==> src/hw/rtl/cfpll_mul.sv <==
// Shared signed multiplier with a registered product.
module cfpll_mul #(
    parameter int WA = 19,
    parameter int WB = 35
) (
    input  logic                    aclk,
    input  logic signed [WA-1:0]    a,
    input  logic signed [WB-1:0]    b,
    output logic signed [WA+WB-1:0] p
);

    logic signed [WA+WB-1:0] p_reg;

    always_ff @(posedge aclk) begin
        p_reg <= (WA+WB)'(a) * (WA+WB)'(b);
    end

    assign p = p_reg;

endmodule

==> config.mk <==
export PLATFORM = sky130hd
export DESIGN_NAME = cfpll_mul
export DESIGN_NICKNAME = d
export VERILOG_FILES = /design/src/hw/rtl/cfpll_mul.sv
export SDC_FILE = /design/constraint.sdc
export NUM_CORES = 2
export LEC_CHECK = 0
export BUFFER_PORTS_ARGS = -buffer_cell sky130_fd_sc_hd__clkbuf_2
export CORE_MARGIN = 2
export CORE_UTILIZATION = 50
export CTS_BUF_LIST = sky130_fd_sc_hd__clkbuf_8
export CTS_CLUSTER_DIAMETER = 40
export DETAILED_ROUTE_END_ITERATION = 10
export GPL_TIMING_DRIVEN = 1
export PLACE_DENSITY = 0.71
export SLEW_MARGIN = 25
export SYNTH_ARGS = -nofsm -noshare
export SYNTH_HDL_FRONTEND = slang
export SYNTH_SLANG_ARGS = --single-unit
==> constraint.sdc <==
create_clock -name aclk -period 10.9 [get_ports aclk]
set_input_delay 0.545 -clock aclk [delete_from_list [all_inputs] [get_ports aclk]]
set_output_delay 0.545 -clock aclk [all_outputs]
set_load 0.05 [all_outputs]
# Yosys cells after proc, flatten, opt, wreduce, memory -nomap -nowiden
# Index checks and enable logic that the tools add are counted.
# Widths: inputs -> output; s select.
# word_totals
reg_bits	54
in_bits	55
out_inout_bits	54
elab_cells	2
# classes
multipliers	1
# op_table
cell	count
$mul 19x35->54	1

# Depth between registers and ports, before layout
# logic_depth
ltp_word	1
ltp_mapped	25
depth_no_buf	24

# Worst setup path after synthesis
# Ideal clock, no wire load.
# synth_timing
kind	input to register
startpoint	input b[34]
endpoint	register p_reg[51], in the netlist p[51]
setup_ns	0.132
arrival_ns	6.513
required_time_ns	10.768
setup_slack_ns	4.256
cell_stages	25
n_path_buf	3
cell_sequence	clkbuf_1 clkbuf_1 nand2_1 inv_1 fa_1 inv_1 fa_1 fa_1 inv_1 fa_1 inv_1 fa_1 inv_1 fa_1 ha_1 ha_1 clkbuf_1 a21o_1 a21oi_1 nor2b_1 o21ai_0 a21oi_1 a211oi_1 o41ai_2 xor2_1
# synth_via
elab_chain_cells	1
# synth_rtl
element	line_no	text
start, declared	8	input logic signed [WB-1:0] b,
$mul 19x35->54	15	p_reg <= (WA+WB)'(a) * (WA+WB)'(b);
end signal, assigned	15	
end, declared	12	logic signed [WA+WB-1:0] p_reg;
# Every way passes these cells.

# Worst setup path after layout
# layout_timing
startpoint	input a[4]
endpoint	register p_reg[49], in the netlist p[49]
# layout_via
elab_chain_cells	1
# layout_rtl
element	line_no	text
start, declared	7	input logic signed [WA-1:0] a,
$mul 19x35->54	15	
# Every way passes these cells.

==> results_dict.tcl <==
set metrics [dict create \
    status "completed" \
    cts_hold_buf 0 \
    cp-startpoint "a[4]" \
    yosys-top-cells-area "fa_1 54%, inv_1 9.3%, and2_1 7.8%" \
    ys_warn_count 0 \
    whs_ps 757 \
    syn-num-nets 3376 \
    post-route-period-util_pct 70.4 \
    yosys.area.top_type "fa_1" \
    synth.most_common_cell "fa_1" \
    grt_busiest_layer "met2" \
    final-hold-violation-count 0 \
    startpoint_type "primary input" \
    worstPathArrival_ps 7950 \
    path_class "primary input to register" \
    avgSynthCellArea_sq_um 9.41 \
    setup_viol 0 \
    cp_max_fo 35 \
    clk_pin_slew_ps 120 \
    met1_usage_pct 32.2 \
    cts_tree "yes" \
    rsz0062_at_grt "no" \
    final_cell_count_no_fill 3157 \
    holdCritStartpoint "a[0]" \
    netlist_top_cells_count "641 x fa_1, 590 x inv_1, 363 x nand2_1" \
    dpl.hpwl_um 48200 \
    syn_inst 2535 \
    slew_violations 0 \
    rows 80 \
    yosysSeqAreaShare_pct 4.53 \
    ant_nets 0 \
    drc 0 \
    wire_per_inst_um 18.6 \
    grt_max_degree 37 \
    grt_use_total_pct 25.4 \
    hold_path.class "primary input to register" \
    dr.pass1.iters 6 \
    chipHeight_um 222 \
    cts_buffer_depth 2 \
    drv.max_cap_violation_count 0 \
    setup_tns_ps 0 \
    largest_reg_flops 54 \
    synth-seq-cells 54 \
    period_minus_slack_ps 7670 \
    vias 16900 \
    use_met3_pct 5.06 \
    first_iter_violations 1135 \
    drive_gt1_share_pct 5.39 \
    yosysTopAreaCellShare_pct 53.8 \
    synth-async-reset-ratio_pct 0 \
    grtUsageMet2_pct 43.4 \
    dieArea_sq_mm 0.0495 \
    via_per_inst 5.35 \
    numCtsBuffers 5 \
    cts_resized 0 \
    numPortBuffers 108 \
    fmax_mhz 130 \
    syn_to_final_growth_pct 4.22 \
    synth_cell_type_count 62 \
    end_kind "register" \
    dpl.cell_count 3148 \
    io-pin-count 109 \
    drt_wl_total_um 58900 \
    synth-edff-count 0 \
    cts_setup_buffers 0 \
    tightest_slew_ps 972 \
    initial_core_util_pct 50.3 \
    required_ps 11180 \
    die_w_um 222 \
    grt-ovfl-total 0 \
    grt_pass1_vias 19300 \
    slew_headroom_pct 35.2 \
    core_area_sq_mm 0.0474 \
    htreeDepth 2 \
    gp_congestion 0.862 \
    grt_first_pass_wirelength_um 99000 \
    syn-cell-area_sq_mm 0.0239 \
    clkSinkCount 54 \
    finalNetCount 3381 \
    ys.flop_type "dfxtp_1" \
    antenna_found_initial 2 \
    cts_root_buf "clkbuf_8" \
]
[cells in the final DEF, fill, tap and decap left out, types with 10 or more instances in the layout]
cell and instances:
xnor2_1 43, nor2b_1 34, clkbuf_2 108, a21o_1 23
fa_1 641, nand2b_1 10, and2_1 299, nand2_1 363
o21ai_0 29, ha_1 145, nor2_1 29, dfxtp_1 54
a21oi_1 46, inv_1 590, xor2_1 12
[final timing paths]
kind / to / slack (ps) / depth (start not counted)
min: p[0] / 760 / 3
max: p[49] / 3230 / 20
[layout make-up]
class | instances | area, sq um
timing repair buffer | 113 | 578
antenna | 1 | 2.50
sequential | 54 | 1080
tap | 615 | 769
clock buffer | 6 | 82.6
clock inverter | 2 | 60.1
multi-input combinational | 1776 | 20100
inverter | 590 | 2210
fill | 4298 | 22600
[metrics by stage]
step | worst slack (ps) | instance area [sq um] | utilization, %
floorplan | 4260 | 23900 | -
global placement | 3040 | 24700 | 52.1
detailed placement | 2910 | 24700 | 52.1
CTS | 3300 | 24900 | 52.4
global route | 3010 | 24900 | 52.4
finish | 3230 | 24900 | 52.4
[layer usage]
layer / vias to the layer above / wire (um)
li1: 7348 / -
met1: 8726 / 22400
met2: 658 / 29500
met3: 161 / 4720
met4: 0 / 2250
met5: - / 0
[cells by family after synthesis]
logic type,after synthesis,synth area share [%]
adder cells (fa/ha/maj),786,61.4
XOR/XNOR,55,2.02
multiplexers,1,0.0472
AND/OR/NAND/NOR,770,16.1
AO/OA/AOI/OAI,164,4.64
flip-flops,54,4.53
buffers and inverters,705,11.3
[critical path, cell delays in order]
cell and delay [ps]:
clkbuf_2 690, nand2_1 180, fa_1 560, fa_1 520, fa_1 510, inv_1 50, fa_1 550, fa_1 440
fa_1 510, fa_1 410, ha_1 360, a211o_1 290, a21oi_1 330, nand2_1 110, o21ai_2 530, a21oi_1 220
a21boi_1 370, a21boi_0 190, o2111a_1 270, a211oi_1 270
Power is left out: the tool's default activity adds up to more than one toggle a clock period on the data nets, which glitch-free logic cannot reach.
