## src/hw/rtl/cfpll_pkg.sv

```systemverilog
// Shared types, constants and the CORDIC angle table for the carrier FPLL mixer.
package cfpll_pkg;

    localparam int SAMPLE_BITS_DEF  = 16;
    localparam int CORDIC_STEPS_DEF = 16;
    localparam int ZW               = 34;
    localparam int ANG_IDX_W        = 5;

    localparam logic [15:0] RST_LOOP_ALPHA = 16'd655;
    localparam logic [31:0] RST_LOOP_BETA  = 32'd107374;
    localparam logic [15:0] RST_AFC_COEFF  = 16'd656;
    localparam logic [31:0] RST_START_FREQ = 32'd0;
    localparam logic [31:0] RST_MAG_MIN_SQ = 32'd16;
    localparam logic [14:0] RST_ERROR_GATE = 15'd16383;
    localparam logic        RST_CLIP_MODE  = 1'b0;

    typedef enum logic [2:0] {
        REG_LOOP_ALPHA = 3'd0,
        REG_LOOP_BETA  = 3'd1,
        REG_AFC_COEFF  = 3'd2,
        REG_START_FREQ = 3'd3,
        REG_MAG_MIN_SQ = 3'd4,
        REG_ERROR_GATE = 3'd5,
        REG_CLIP_MODE  = 3'd6
    } reg_index_t;

    typedef struct packed {
        logic start;
        logic vec_mode;
    } cordic_ctrl_t;

    function automatic logic [31:0] ang_tab(input logic [ANG_IDX_W-1:0] i);
        logic [31:0] a;
        unique case (i)
            5'd0:  a = 32'h20000000;
            5'd1:  a = 32'h12E4051E;
            5'd2:  a = 32'h09FB385B;
            5'd3:  a = 32'h051111D4;
            5'd4:  a = 32'h028B0D43;
            5'd5:  a = 32'h0145D7E1;
            5'd6:  a = 32'h00A2F61E;
            5'd7:  a = 32'h00517C55;
            5'd8:  a = 32'h0028BE53;
            5'd9:  a = 32'h00145F2F;
            5'd10: a = 32'h000A2F98;
            5'd11: a = 32'h000517CC;
            5'd12: a = 32'h00028BE6;
            5'd13: a = 32'h000145F3;
            5'd14: a = 32'h0000A2FA;
            5'd15: a = 32'h0000517D;
            5'd16: a = 32'h000028BE;
            5'd17: a = 32'h0000145F;
            5'd18: a = 32'h00000A30;
            5'd19: a = 32'h00000518;
            5'd20: a = 32'h0000028C;
            5'd21: a = 32'h00000146;
            5'd22: a = 32'h000000A3;
            5'd23: a = 32'h00000051;
            default: a = 32'h00000000;
        endcase
        return a;
    endfunction

endpackage

```

## src/hw/rtl/cfpll_cordic.sv

```systemverilog
// Iterative CORDIC unit, one micro-rotation per cycle, rotation or vectoring mode.
module cfpll_cordic #(
    parameter int CW    = 36,
    parameter int STEPS = cfpll_pkg::CORDIC_STEPS_DEF
) (
    input  logic                          aclk,
    input  logic                          aresetn,
    input  cfpll_pkg::cordic_ctrl_t       ctrl,
    input  logic signed [CW-1:0]          x_init,
    input  logic signed [CW-1:0]          y_init,
    input  logic signed [cfpll_pkg::ZW-1:0] z_init,
    output logic signed [CW-1:0]          x,
    output logic signed [CW-1:0]          y,
    output logic signed [cfpll_pkg::ZW-1:0] z,
    output logic                          done
);

    localparam int IW = (STEPS > 1) ? $clog2(STEPS) : 1;

    logic signed [CW-1:0]            x_reg, y_reg, x_next, y_next, dx, dy;
    logic signed [cfpll_pkg::ZW-1:0] z_reg, z_next, za;
    logic [IW-1:0]                   idx_reg;
    logic                            busy_reg, done_reg, vec_reg, pos;

    always_comb begin
        dx = y_reg >>> idx_reg;
        dy = x_reg >>> idx_reg;
        za = signed'(cfpll_pkg::ZW'(cfpll_pkg::ang_tab(cfpll_pkg::ANG_IDX_W'(idx_reg))));
        pos = vec_reg ? !(y_reg > 0) : (z_reg >= 0);
        if (pos) begin
            x_next = x_reg - dx;
            y_next = y_reg + dy;
            z_next = z_reg - za;
        end else begin
            x_next = x_reg + dx;
            y_next = y_reg - dy;
            z_next = z_reg + za;
        end
    end

    always_ff @(posedge aclk) begin
        if (!aresetn) begin
            busy_reg <= 1'b0;
            done_reg <= 1'b0;
            idx_reg  <= '0;
        end else begin
            done_reg <= 1'b0;
            if (ctrl.start) begin
                busy_reg <= 1'b1;
                idx_reg  <= '0;
            end else if (busy_reg) begin
                idx_reg <= idx_reg + 1'b1;
                if (idx_reg == IW'(STEPS - 1)) begin
                    busy_reg <= 1'b0;
                    done_reg <= 1'b1;
                end
            end
        end
    end

    always_ff @(posedge aclk) begin
        if (ctrl.start) begin
            x_reg   <= x_init;
            y_reg   <= y_init;
            z_reg   <= z_init;
            vec_reg <= ctrl.vec_mode;
        end else if (busy_reg) begin
            x_reg <= x_next;
            y_reg <= y_next;
            z_reg <= z_next;
        end
    end

    assign x    = x_reg;
    assign y    = y_reg;
    assign z    = z_reg;
    assign done = done_reg;

endmodule

```

## config.mk

```make
export PLATFORM = sky130hd
export DESIGN_NAME = cfpll_cordic
export DESIGN_NICKNAME = d
export VERILOG_FILES = /design/src/hw/rtl/cfpll_pkg.sv /design/src/hw/rtl/cfpll_cordic.sv
export SDC_FILE = /design/constraint.sdc
export NUM_CORES = 1
export LEC_CHECK = 0
export BUFFER_PORTS_ARGS = -buffer_cell sky130_fd_sc_hd__buf_2
export CELL_PAD_IN_SITES_DETAIL_PLACEMENT = 2
export CELL_PAD_IN_SITES_GLOBAL_PLACEMENT = 2
export CORE_ASPECT_RATIO = 0.75
export CORE_UTILIZATION = 39
export DETAILED_ROUTE_END_ITERATION = 8
export GPL_TIMING_DRIVEN = 0
export PLACE_DENSITY_LB_ADDON = 0.2
export SLEW_MARGIN = 15
export SYNTH_ARGS = -nofsm -noshare
export SYNTH_HDL_FRONTEND = slang
export SYNTH_SLANG_ARGS = --single-unit
```

## constraint.sdc

```tcl
create_clock -name aclk -period 16 [get_ports aclk]
set_clock_uncertainty 0.2 [all_clocks]
set_input_delay 0.8 -clock aclk [delete_from_list [all_inputs] [get_ports aclk]]
set_output_delay 0.8 -clock aclk [all_outputs]
set_load 0.005 [all_outputs]
```

* Yosys cells after proc, flatten, opt, wreduce, memory -nomap -nowiden
Memories as Yosys holds them, arrays and structs flattened. A register that Yosys moved wholly into a read port is not among the register bits. Index checks and enable logic that the tools add are counted.
Word-level totals: flip-flop bits (word level) 113, bits in read-only memories 480, memories kept 1
Memories:
- (name not given) | depth 16, width 30, rd ports 1, clocked after memory_dff 1, wr ports 0, line cfpll_pkg.sv:34 | unique case (i)
Cells by class: add/sub/neg operators 7, magnitude comparators 2, eq/ne operators 1, shifts and indexed selects 2, mux-type cells 16, bitwise gates (word level) 2, reduce and logical (&&, ||, !) cells 4
Operators by type and width (count):
- 36-bit two-way mux | 6
- 34-bit two-way mux | 3
- 36-bit adder | 2
- 36-bit by 4-bit >>> shifter with 36-bit output | 2
- 36-bit subtractor | 2
- 36-bit by 1-bit > comparator with 1-bit output, second input constant | 1
- 34-bit by 33-bit adder with 34-bit output | 1
- 34-bit by 1-bit >= comparator with 1-bit output, second input constant | 1
- 34-bit by 33-bit subtractor with 34-bit output | 1
- 4-bit two-way mux | 2
- 1-bit two-way mux | 5
- 4-bit by 1-bit adder with 4-bit output, second input constant | 1
- 4-bit equality test, second input constant | 1
- 3-bit OR reduction | 1
- 1-bit NOT | 2
- 2-bit nonzero test | 1
- 2-bit OR reduction | 1
- 1-bit zero test | 1

* Longest topological paths before layout
Gate-level depths: netlist (run 1).
depth in word-level cells 6, mapped depth 26, gate-level depth less buffers 22

* Least setup slack after synthesis (run 1)
OpenSTA, ideal clock, no wires.
kind register -> register, start point register idx_reg[3], end point register y_reg[33], in the netlist y[33] (data pin), library setup time 267 ps, arrival time 5386 ps, data required time 15533 ps, setup slack 10147 ps, cell stages (with the launch flop) 26, period minus slack after synthesis 5853 ps, cells stage by stage dfxtp_1 buf_2 buf_1 buf_1 clkbuf_1 buf_1 clkbuf_1 nand2_1 o21ai_0 ha_1 nor2b_1 nand3_1 or2_2 clkbuf_1 o21ai_0 xor2_1 ha_1 a21oi_1 o21ai_0 a221o_1 or3_1 o211ai_1 nand3b_1 a21oi_1 xor2_1 o21ai_0
Between the ends: longest elaborated chain between the ends 5
Ends and longest elaborated chain:
- from (decl) | line cfpll_cordic.sv:22 | logic [IW-1:0] idx_reg;
- from (signal assigned) | line cfpll_cordic.sv:52 | idx_reg <= idx_reg + 1'b1;
- 36-bit by 4-bit >>> shifter with 36-bit output * | line cfpll_cordic.sv:27 | dy = x_reg >>> idx_reg;
- 36-bit subtractor or 36-bit adder (tied branches) | line cfpll_cordic.sv:36, cfpll_cordic.sv:32
- 36-bit two-way mux * | line cfpll_cordic.sv:30 | if (pos) begin
- 36-bit two-way mux * | line cfpll_cordic.sv:67 | end else if (busy_reg) begin
- 36-bit two-way mux * | line cfpll_cordic.sv:62 | if (ctrl.start) begin
- to (signal assigned) | line cfpll_cordic.sv:64 | y_reg <= y_init;
- to (signal assigned) | line cfpll_cordic.sv:69 | y_reg <= y_next;
- to (decl) | line cfpll_cordic.sv:20 | logic signed [CW-1:0] x_reg, y_reg, x_next, y_next, dx, dy;
Every way passes the cells marked *; elsewhere a longest branch is shown, timed or not. The select of a mux whose other input is x is not followed. A chain may end at the register's enable or synchronous reset.

* Worst setup path after layout (run 1)
start point register idx_reg[3], end point register x_reg[35], in the netlist x[35] (data pin)
Between the ends: longest elaborated chain between the ends 5
Ends and longest elaborated chain:
- 36-bit by 4-bit >>> shifter with 36-bit output * | line cfpll_cordic.sv:26 | dx = y_reg >>> idx_reg;
- 36-bit adder or 36-bit subtractor (tied branches) | line cfpll_cordic.sv:35, cfpll_cordic.sv:31
- 36-bit two-way mux * | line cfpll_cordic.sv:30
- 36-bit two-way mux * | line cfpll_cordic.sv:67
- 36-bit two-way mux * | line cfpll_cordic.sv:62
- to (signal assigned) | line cfpll_cordic.sv:63 | x_reg <= x_init;
- to (signal assigned) | line cfpll_cordic.sv:68 | x_reg <= x_next;
- to (decl) | line cfpll_cordic.sv:20
Marks and branches as above.

==> summary.md, run 1 <==
| Metric | Value |
|---|---|
| Status | completed |
| Post-route DRC | 0 |
| PortBufs | 216 |
| Net Count, Synth | 2254 |
| WL/cell | 29.6 um |
| CTS Hold Bufs | 0 |
| Hold crit path type | input pin to flop |
| Final setup vio count | 0 |
| R2R depth | 23 |
| Max_cap viols | 0 |
| Core ar. | 0.0434 mm2 |
| Slew Viols, Final | 0 |
| Remaining Overflow, GRT | 0 |
| RSZ-0062 raised after global routing | no |
| CP Capture Type | flop |
| Pin count of the biggest net entering global routing | 44 |
| Mapped Area | 0.0172 mm2 |
| Die W | 245 um |
| Area Overhead vs Synth | 14.1% |
| Die Area | 0.0450 mm2 |
| Worst path required time | 15990 ps |
| Clk buf depth | 2 |
| Vias in the first global route | 19100 |
| Yosys reg bits | 143 |
| Initial Util | 39.6% |
| Chip height | 184 um |
| DR vias/cell | 6.48 |
| Worst-path fanout max | 10 |
| Worst EP arrival | 9280 ps |
| Gr usage total | 37.3% |
| Initial antenna violation count | 2 |
| CTS H-tree depth | 4 |
| Cells after synthesis | 2027 |
| Row count | 66 |
| Via count | 18500 |
| Worst hold stages | 1 |
| Crit share post-route | 58.0% |
| CTS clock-pin slew for the worst setup and hold paths | 70 ps |
| First-pass GRT wire length | 124000 um |
| I/O pins | 217 |
| Min Clock Period, post-route | 9280 ps |
| TritonCTS clock tree | done |
| CP startpoint kind | flop |
| Clock sinks | 143 |
| Detail Route Antenna Nets | 0 |
| Slew @ Worst Pin | 1250 ps |
| Final Util | 45.2% |
| Placer Congestion | 1.01 |
| Synth Warn # | 0 |
| Most used flip-flop cell after synthesis | edfxtp_1 |
| VDD IR-drop max | 0.122 mV |
| Final wirelength | 84600 um |
| Final net count | 2492 |
| Fill count | 5014 |
| Synth top area cells | edfxtp_1 (19%), ha_1 (8.3%), nand2_1 (6.0%), mux4_2 (5.8%), a21oi_1 (4.8%) |
| Ys async rst share | 0% |
| Top cell type's share of synthesized area | 18.7% |
| Post-synthesis sequential area ratio | 22.9% |
| Multi-input gate area | 0.0125 mm2 |
| Post-CTS Resized | 0 |
| Pwr dens | 285 mW/mm2 |
| Fin Hold WS | 299 ps |
| Clk_lat worst skew | 480 ps |
| Post-synth EDFFs | 107 |
| TritonRoute pass-1 iters | 7 |
| Initial DRC count | 1629 |
| Fmax | 108 MHz |
| Final HPWL from detailed placement | 66600 um |
| LEAKAGE | 0.00820 uW |
| Rel. slew slack | 16.7% |
| Syn_area_per_cell | 8.49 um2 |
| Critical path type | flop to flop |
| Clock root buffer master | clkbuf_16 |
| Synth area leader | edfxtp_1 |
| Number of buffers created by CTS | 17 |
| Share of cells above drive strength 1 | 17.4% |
| Count of different cell masters after synthesis | 96 |
| Sequential cell area | 0.00393 mm2 |
| Final Hold Vio Count | 0 |
| Setup TNS | 0 ps |
| Setup Fix Bufs, Post-CTS | 0 |
report_power, final:
part	switching [uW]	internal, uW
Sequential	338	634
Combinational	2540	1680
Clock	192	212
per-layer routing:
layer | vias up | track usage [%] | share of wire [%]
met2 | 826 | 55.9 | 43
met3 | 115 | 8.68 | 9.0
met5 | - | 0 | 0
li1 | 8079 | - | -
met1 | 9483 | 52.8 | 46
met4 | 0 | 10.8 | 2.3
synth_stat cells (20+ instances only):
library cell,count
a21o_1,54
mux2i_1,77
a31oi_1,23
inv_1,57
nor2_1,143
nor3_1,38
ha_1,114
clkbuf_1,54
edfxtp_1,107
nor2b_1,20
nand2_1,276
xor2_1,76
dfxtp_1,36
mux4_2,44
mux2_2,33
o21ai_0,165
o31ai_1,21
o21a_1,28
xnor2_1,88
nand3_1,36
a21oi_1,165
area by class of cell:
cell class                 count  area share (%)
tap                          578            3.68
sequential                   143            20.0
antenna                        1          0.0127
clock inverter                12           0.408
timing repair buffer         219            5.84
buffer                       101            2.72
multi-input combinational   1724            63.8
clock buffer                  20            2.38
inverter                      59            1.13
cells by family after synthesis:
kind of cell | share of synthesized area, %
buffers and inverters | 4.36
DFF | 22.9
and+or+nand+nor | 17.4
AOI/OAI and AO/OA | 23.3
adders and majority gates | 8.64
muxes | 14.9
xor gates and xnor gates | 8.49
placed cells by master (no fill, tap or decap), types with 10 or more instances in the layout:
master / n
nand2_1: 276
buf_2: 230
o21ai_0: 165
a21oi_1: 165
nor2_1: 143
ha_1: 114
edfxtp_1: 107
xnor2_1: 88
mux2i_1: 77
xor2_1: 76
inv_1: 57
a21o_1: 54
clkbuf_1: 53
mux4_2: 44
nor3_1: 38
nand3_1: 36
dfxtp_1: 36
mux2_2: 33
o21a_1: 28
a31oi_1: 23
o31ai_1: 21
nor2b_1: 20
and2_1: 19
buf_1: 18
clkbuf_16: 18
a211oi_1: 17
or3_1: 17
and3_1: 15
nand2b_1: 15
nor4_1: 13
mux4_1: 13
a22oi_1: 13
o21bai_1: 12
buf_6: 11
nand4_1: 10
o41ai_1: 10
o22ai_1: 10
o211ai_1: 10
per-stage QoR:
step                total power (uW)  cells  area [um2]  worst slack (ps)
finish                          5590   2857       19600              6720
floorplan                       3660   2027       17200             10150
CTS                             5500   2856       19600              6970
detailed placement              5020   2824       19100              7060
global placement                4760   2821       19000              7270
global route                    5940   2857       19600              6460
critical path, cell delays in order (launching register included):
cell and delay [ps]:
dfxtp_1 310, buf_2 300, buf_1 690, buf_1 560, clkbuf_1 710, buf_1 690, clkbuf_1 740, a21o_1 240
ha_1 290, and4_1 340, nand3_1 110, nor2_1 120, nor2_1 60, xor2_1 190, ha_1 390, nand4_1 210
or3_1 430, a2111oi_0 810, o31ai_1 320, o21ai_0 490, a2bb2oi_1 230, a21oi_1 280, and3_1 220, o31ai_2 60
path summary, 6_finish.rpt:
| kind | startpoint | endpoint | slack, ps |
|---|---|---|---|
| worst max-delay path | idx_reg[3] | x[35] | 6720 |
| worst min-delay path | ctrl[0] | vec_reg | 300 |
| worst max register to register | idx_reg[3] | x[35] | 6720 |
| worst min register to register | busy_reg | busy_reg | 460 |
Note: power is estimated with default switching activity, not from simulation.
==> run 2: changes to the inputs <==
Settings changed: CORE_UTILIZATION 39 to 37.
Clock period 16 ns to 9.5 ns, I/O delays scaled along.
==> run 2 against run 1 <==
- first-iteration DRC count decreased by 5.3%
- sequential power increased by 72%
- design area increased by 0.38%
- sequential share of layout area decreased by 0.075 points
- core utilization decreased by 2.3 points
- final cell count increased by 0.60%
- register-to-register slack got worse by 6300 ps
- fmax increased by 1.8%
- via count decreased by 2.2%
- clock power increased by 84%
- worst hold slack got worse by 230 ps
- routed wire length decreased by 3.3%
- largest power group unchanged
- highest routed layer unchanged
==> summary.md, run 2 (synthesized netlist as in run 1, its figures left out) <==
| Metric | Value |
|---|---|
| Most frequent CP cell | buf_1 |
| Slowest stage delay, CP | 730 ps |
| Slew Viols, Final | 0 |
| Critical path depth in cells | 23 |
| RR Startpoint | idx_reg[3] |
| TritonCTS clock tree | done |
| CTS clock-pin slew for the worst setup and hold paths | 80 ps |
| Die Area | 0.0474 mm2 |
| Switching share of power | 54.0% |
| Diodes inserted | 0 |
| Final net count | 2493 |
| Die W | 251 um |
| Share of cells above drive strength 1 | 17.3% |
| Initial antenna violation count | 3 |
| Clk buf depth | 2 |
| R2R depth | 23 |
| Clock sinks | 143 |
| Critical path type | flop to flop |
| Met2 WL | 34400 um |
| Fmax | 110 MHz |
| TritonRoute pass-1 iters | 6 |
| Post-route DRC | 0 |
| Slew @ Worst Pin | 1230 ps |
| Via count | 18100 |
| Slowest CP cell | a2111oi_1 |
| Final setup vio count | 0 |
| Rel. slew slack | 18.1% |
| Placer Congestion | 0.995 |
| VDD IR-drop max | 0.217 mV |
| Hold crit path type | input pin to flop |
| CP Capture Type | flop |
| Vias in the first global route | 18800 |
| LEAKAGE | 0.00822 uW |
| First-pass GRT wire length | 121000 um |
| Clock share of power | 8.0% |
| CP startpoint kind | flop |
| WL/cell | 28.5 um |
| Met3 wire length | 6450 um |
| Min-delay src | z_init[19] |
| DR vias/cell | 6.29 |
| Fin worst setup slack | 380 ps |
| Most common cell after layout, fill and taps aside | nand2_1 |
| Comb power frac | 74.1% |
| Final Hold Vio Count | 0 |
| Non-Filler Instances | 2874 |
| Max_cap viols | 0 |
| Pwr Total | 9330 uW |
| Power Internal | 4290 uW |
| Chip height | 189 um |
| Wl on met1 | 38800 um |
| Gr usage total | 34.3% |
| Sequential share of power | 17.9% |
| Commonest cells after routing, fill and taps aside | nand2_1 (276), buf_2 (229), o21ai_0 (165), a21oi_1 (165), nor2_1 (143) |
| Crit share post-route | 96.0% |
| Core ar. | 0.0459 mm2 |
| Crit-path cells | buf_2 -> buf_1 -> buf_1 -> clkbuf_1 -> buf_1 -> clkbuf_1 -> a21o_1 -> ha_1 -> and4_1 -> nand3_1 -> nor2_1 -> nor2_1 -> xor2_1 -> ha_1 -> nand4_1 -> or3_1 -> a2111oi_1 -> o31ai_1 -> o21ai_0 -> a2bb2oi_1 -> a21oi_1 -> and3_1 -> o31ai_2 |
| Final wirelength | 81800 um |
| Dpl cells | 2840 |
| Setup Fix Bufs, Post-CTS | 0 |
| CTS H-tree depth | 4 |
| RSZ-0062 raised after global routing | no |
| Area Overhead vs Synth | 14.5% |
| Initial DRC count | 1543 |
| Pre-CTS setup slack | 427 ps |
| Remaining Overflow, GRT | 0 |
| Pwr dens | 473 mW/mm2 |
| Setup TNS | 0 ps |
| Status | completed |
| Pin count of the biggest net entering global routing | 49 |
| Worst EP arrival | 9110 ps |
| Row count | 68 |
| PortBufs | 216 |
| Worst hold stages | 3 |
| Hold Path End | z[19] |
| Psw | 5040 uW |
| I/O pins | 217 |
| CP bufs+invs | 6 |
| Clk_lat worst skew | 480 ps |
| Detail Route Antenna Nets | 0 |
| Critical path's top delay family | buffers and inverters |
| Worst path required time | 9490 ps |
| Final HPWL from detailed placement | 64900 um |
| Min Clock Period, post-route | 9120 ps |
| Number of buffers created by CTS | 17 |
| Max layer used | met4 |
| Initial Util | 37.4% |
| RR Endpoint | x[35] |
| FF-to-FF setup slack | 380 ps |
| Clock root buffer master | clkbuf_16 |
| Worst-path fanout max | 10 |
-- run 2: cell count changes in the layout (fill, tap and decap cells not counted), sizes merged --
cell	before	now
inv	63	66
clkinvlp	1	0
clkinv	7	6
diode	1	0
clkbuf	74	71
dlygate4sd3	0	2
bufinv	0	2
buf	266	265
-- run 2: timing repair --
item	in CTS	in global routing
endpoints found under the setup margin	0	2
hold endpoints to repair	2	0
hold buffers	2	0
resized for setup	0	1
-- run 2: worst max-delay path by stage --
stage,start,end
3_3_place_gp,idx_reg[3],x[35]
6_report,idx_reg[3],x[35]
3_5_place_dp,idx_reg[3],x[35]
5_1_grt,idx_reg[3],x[35]
2_1_floorplan,idx_reg[3],y[33]
4_1_cts,idx_reg[3],x[35]
-- run 2: through the flow --
step	hold WS, ps	utilization (%)	area (um2)
2_1_floorplan	356	-	17200
3_3_place_gp	389	41.4	19000
3_5_place_dp	425	41.5	19100
4_1_cts	41.4	42.9	19700
5_1_grt	66.5	42.9	19700
6_report	64.3	42.9	19700
-- run 2: metal layers --
| metal | GRT usage, % | vias to the layer above |
|---|---|---|
| li1 | - | 8077 |
| met1 | 49.5 | 9180 |
| met2 | 50.8 | 708 |
| met3 | 7.40 | 125 |
| met4 | 10.8 | 0 |
| met5 | 0 | - |
-- run 2: power groups by stage --
stage               Clock, uW  Combinational [uW]  Sequential [uW]
global placement            0                6400             1610
CTS                       752                6800             1620
global route              772                7540             1670
floorplan                   0                4850             1330
detailed placement          0                6720             1630
finish                    743                6910             1670
-- run 2: final cells by class --
| type | count | area, um2 |
|---|---|---|
| Fill cell | 5232 | 26200 |
| Clock buffer | 17 | 425 |
| Clock inverter | 15 | 176 |
| Inverter | 59 | 221 |
| Buffer | 101 | 532 |
| Tap cell | 595 | 744 |
| Timing Repair Buffer | 220 | 1150 |
| Multi-Input combinational cell | 1724 | 12500 |
| Sequential cell | 143 | 3930 |
-- run 2: worst register-to-register path: stages (launching register included) --
cell	delay [ps]
dfxtp_1	320
buf_2	300
buf_1	720
buf_1	570
clkbuf_1	710
buf_1	730
clkbuf_1	670
a21o_1	230
ha_1	290
and4_1	320
nand3_1	100
nor2_1	130
nor2_1	60
xor2_1	190
ha_1	390
nand4_1	190
or3_1	450
a2111oi_1	730
o31ai_1	320
o21ai_0	510
a2bb2oi_1	180
a21oi_1	250
and3_1	210
o31ai_2	60
